`config.mk`:
```
export PLATFORM = sky130hd
export DESIGN_NAME = lha_luma
export DESIGN_NICKNAME = d
export VERILOG_FILES = /design/src/rtl/lha_pkg.sv /design/src/rtl/lha_luma.sv
export SDC_FILE = /design/constraint.sdc
export NUM_CORES = 1
export LEC_CHECK = 0
export BUFFER_PORTS_ARGS = -buffer_cell sky130_fd_sc_hd__buf_4
export CORE_ASPECT_RATIO = 1.1
export CORE_UTILIZATION = 40
export DETAILED_ROUTE_END_ITERATION = 7
export PLACE_DENSITY_LB_ADDON = 0.1
export SYNTH_ARGS = -nofsm -noshare
export SYNTH_HDL_FRONTEND = slang
export SYNTH_SLANG_ARGS = --single-unit
```
`constraint.sdc`:
```
create_clock -name clk -period 11.7 [get_ports clk]
set_input_delay 1.17 -clock clk [delete_from_list [all_inputs] [get_ports clk]]
set_output_delay 1.17 -clock clk [all_outputs]
set_load 0.01 [all_outputs]
```
`src/rtl/lha_pkg.sv`:
```
// ----------------------------------------------------------------------------
// lha_pkg
// Shared constants and helpers for the luma histogram accumulator.
// ----------------------------------------------------------------------------
package lha_pkg;

  localparam int COUNT_BITS  = 24;
  localparam int NUM_BINS    = 256;
  localparam int BIN_BITS    = $clog2(NUM_BINS);
  localparam int OUT_BITS    = 24;
  localparam int PIXEL_BITS  = 32;

  // Weighted RGB sum peaks at 255 * 1000 = 255000, which fits in 18 bits
  localparam int SUM_BITS    = 18;
  localparam logic [SUM_BITS-1:0] LUMA_R = SUM_BITS'(299);
  localparam logic [SUM_BITS-1:0] LUMA_G = SUM_BITS'(587);
  localparam logic [SUM_BITS-1:0] LUMA_B = SUM_BITS'(114);

  // Divide by 1000 as multiply by ceil(2^28 / 1000), exact for sums below 493447
  localparam int RECIP_SHIFT = 28;
  localparam int RECIP_BITS  = 19;
  localparam logic [RECIP_BITS-1:0] RECIP_1000 = RECIP_BITS'(268436);
  localparam int PROD_BITS   = SUM_BITS + RECIP_BITS;

  localparam logic [COUNT_BITS-1:0] COUNT_MAX = {COUNT_BITS{1'b1}};

  typedef enum logic {
    ACT_ACCUM = 1'b0,
    ACT_READ  = 1'b1
  } action_t;

  // Fit a count onto the result port: zero-extend or keep the low bits
  function automatic logic [OUT_BITS-1:0] to_out(input logic [COUNT_BITS-1:0] c);
    logic [OUT_BITS+COUNT_BITS-1:0] wide;
    wide = {{OUT_BITS{1'b0}}, c};
    return wide[OUT_BITS-1:0];
  endfunction

endpackage

```
`src/rtl/lha_luma.sv`:
```
// ----------------------------------------------------------------------------
// lha_luma
// Two-stage brightness pipe: weighted RGB sum, then divide by 1000.
// ----------------------------------------------------------------------------
module lha_luma import lha_pkg::*; (
  input  logic                  clk,
  input  logic                  en,
  input  logic [PIXEL_BITS-1:0] pixel,
  output logic [BIN_BITS-1:0]   luma
);

  logic [SUM_BITS-1:0]  sum;
  logic [SUM_BITS-1:0]  sum_next;
  logic [PROD_BITS-1:0] prod;

  always_comb begin
    sum_next = SUM_BITS'(pixel[23:16]) * LUMA_R
             + SUM_BITS'(pixel[15:8])  * LUMA_G
             + SUM_BITS'(pixel[7:0])   * LUMA_B;
    prod     = PROD_BITS'(sum) * PROD_BITS'(RECIP_1000);
  end

  always_ff @(posedge clk) begin
    if (en) begin
      sum  <= sum_next;
      luma <= prod[RECIP_SHIFT +: BIN_BITS];
    end
  end

endmodule

```
==> out/results.ini <==
[status]
status=finished clean

[synth]
synth_edf_count=26
ys.flop_type=edfxtp_1
synthDistinctLibCells=41
syn_area_um2=8320
synth_area_leaders=ha_1, fa_1, inv_1
ys_warn_count=0
yosys.area.top_type=ha_1
ys_seq_area_share_pct=9.38
async_reset_ff_share_pct=0
syn_nets=1222
avgSynthCellArea_um2=10.1
synthCells=823
synth_seq_cells=26
synth_top_area_share_pct=37.1

[cts]
cts_buffers=3
clock_latency_ns=0.27
root_buffer=clkbuf_16
cts_hold_buffers=0
tritoncts=yes
clockBufferDepth=2
htreeDepth=1
numClockSinks=26
clk_pin_slew_worst_paths_ns=0.07
cts_resized=0
cts_setup_buffers=0

[run]
max-cap-violations=0

[grt]
grt_pass1_wl_mm=27.5
grt_max_degree=27
grt_overflow=0
antenna_found_initial=0
grt_use_total_pct=16.1
grt_pass1_vias=5845

[detailed_routing]
avgRoutedWirePerCell_um=14.3
firstDrtPassIters=4
drt_iter0_drc=106
viasPerCell=4.69
antenna_left=0
drcViolationCount=0
vias=5219
routed_wl_mm=15.9

[finish]
fin_cells=1112
num-nets-final=1260
num_antenna_cells=0
drive_gt1_share_pct=5.12
n_fill_cell=1953
area_growth_pct=8.03

[placement]
dpl.hpwl_mm=14.7
dpl.cell_count=1108
io_buffer_count=33
place_congestion=0.819

[sta]
setup_violations=0
grt_setup_unrepaired=no
fin_crit_sh_pct=59.1
hold_violations=0
slew_headroom_pct=57.1
period_needed_ns=6.92
drv_slew=0
skew_ns=0.0121
setup_tns_ns=0
tightest_slew_ns=0.641
fmax_mhz=145

[critical_path]
worstPathRequired_ns=11.73
r2r_slack_ns=6.17
path_delay_family=adder cells
worstPathArrival_ns=6.95
end_kind=flop
slowest_delay_ns=0.55
path_class=in2reg
cp_slowest_cell=fa_1
r2r-end=luma[7]
r2r-start=sum[8]
worstPathMaxFanout=4
critPathBufInv=6
start_kind=primary input
rr_worst_depth=17

[floorplan]
die_width_um=140
fp.dieH_um=153
rows=54
pin_count=42
die_area_um2=21400
start_util_pct=41.3
core-area_um2=20100

[worst_hold_path]
hp-class=reg2reg
hp-start=sum[17]
hold-path-endpoint=luma[7]
whs_path_depth=1

-- through the flow --
step	utilization, %	setup WS [ns]	hold WS (ns)	cell area [um^2]
after CTS	44.7	4.72	0.833	8990
after floorplan	-	5.09	0.653	8320
final	44.7	4.78	0.808	8990
after global placement	44.1	4.43	0.806	8890
after detailed placement	44.1	4.44	0.815	8890
after global routing	44.7	4.43	0.835	8990
-- per-layer routing --
layer	vias to the layer above	wire length (um)	GRT usage [%]
li1	2686	-	-
met1	2486	7440	19.9
met2	35	8070	30.6
met3	12	126	0.815
met4	0	302	3.82
met5	-	0	0
-- layout by cell type (no fill, tap or decap), types with 4 or more instances in the layout --
cell type	netlist	layout
nand3_1	9	9
xnor2_1	20	20
nand4_1	5	5
inv_1	270	270
a21o_1	12	12
o21bai_1	4	4
nand2_1	4	4
buf_4	0	33
nor3_1	4	4
xor2_1	7	7
ha_1	247	247
fa_1	118	118
nor2_1	20	20
a21oi_1	23	23
o21ai_0	13	13
a31oi_1	4	4
edfxtp_1	26	26
-- cell type report --
class,instances,area [um^2],share of cell area (%)
repair buffers,33,248,2.76
clock inverters,1,30.0,0.334
clock buffers,3,75.1,0.835
multi-input cells,527,6530,72.6
well taps,252,315,3.51
flip-flops and latches,26,781,8.68
inverters,270,1010,11.3
-- synth_stat cells (3+ instances only) --
| cell type | instances |
|---|---|
| ha_1 | 247 |
| a21o_1 | 12 |
| xor2_1 | 7 |
| edfxtp_1 | 26 |
| xnor2_1 | 20 |
| inv_1 | 270 |
| a21oi_1 | 23 |
| a31oi_1 | 4 |
| nor2_1 | 20 |
| nand3_1 | 9 |
| fa_1 | 118 |
| o21a_1 | 3 |
| nand2_1 | 4 |
| o21bai_1 | 4 |
| o21ai_0 | 13 |
| nor3_1 | 4 |
| nand4_1 | 5 |
| and2_1 | 3 |
-- worst register-to-register path: cells and delay by family, from the launching register on --
| family | cells | cell delay, ns |
|---|---|---|
| adders and majority gates | 7 | 2.84 |
| AOI/OAI and AO/OA | 7 | 1.67 |
| DFF | 1 | 0.57 |
| buffers and inverters | 2 | 0.11 |
| xor gates and xnor gates | 1 | 0.10 |
-- flip-flops by register name (all words and copies together) (netlist names) --
signal  count
luma        8
sum        18
-- cells by family (layout without fill, tap and decap cells) --
group / Yosys count / after routing / synth area share [%]
compound gates: 80 / 80 / 6.85
xor+xnor: 27 / 27 / 2.84
fa+ha+maj: 365 / 365 / 65.5
buf+inv: 270 / 307 / 12.2
flops: 26 / 26 / 9.38
simple gates: 55 / 55 / 3.23
-- worst max path at each step --
stage	from	to	slack, ns	depth (start not counted)
floorplan	pixel[0]	sum[16]	5.09	26
global placement	pixel[0]	sum[16]	4.43	27
detailed placement	pixel[0]	sum[16]	4.44	27
CTS	pixel[0]	sum[16]	4.72	27
global route	pixel[0]	sum[16]	4.43	27
finish	pixel[0]	sum[16]	4.78	27
Power is left out: the tool's default activity adds up to more than one toggle a clock period on the data nets, which glitch-free logic cannot reach.
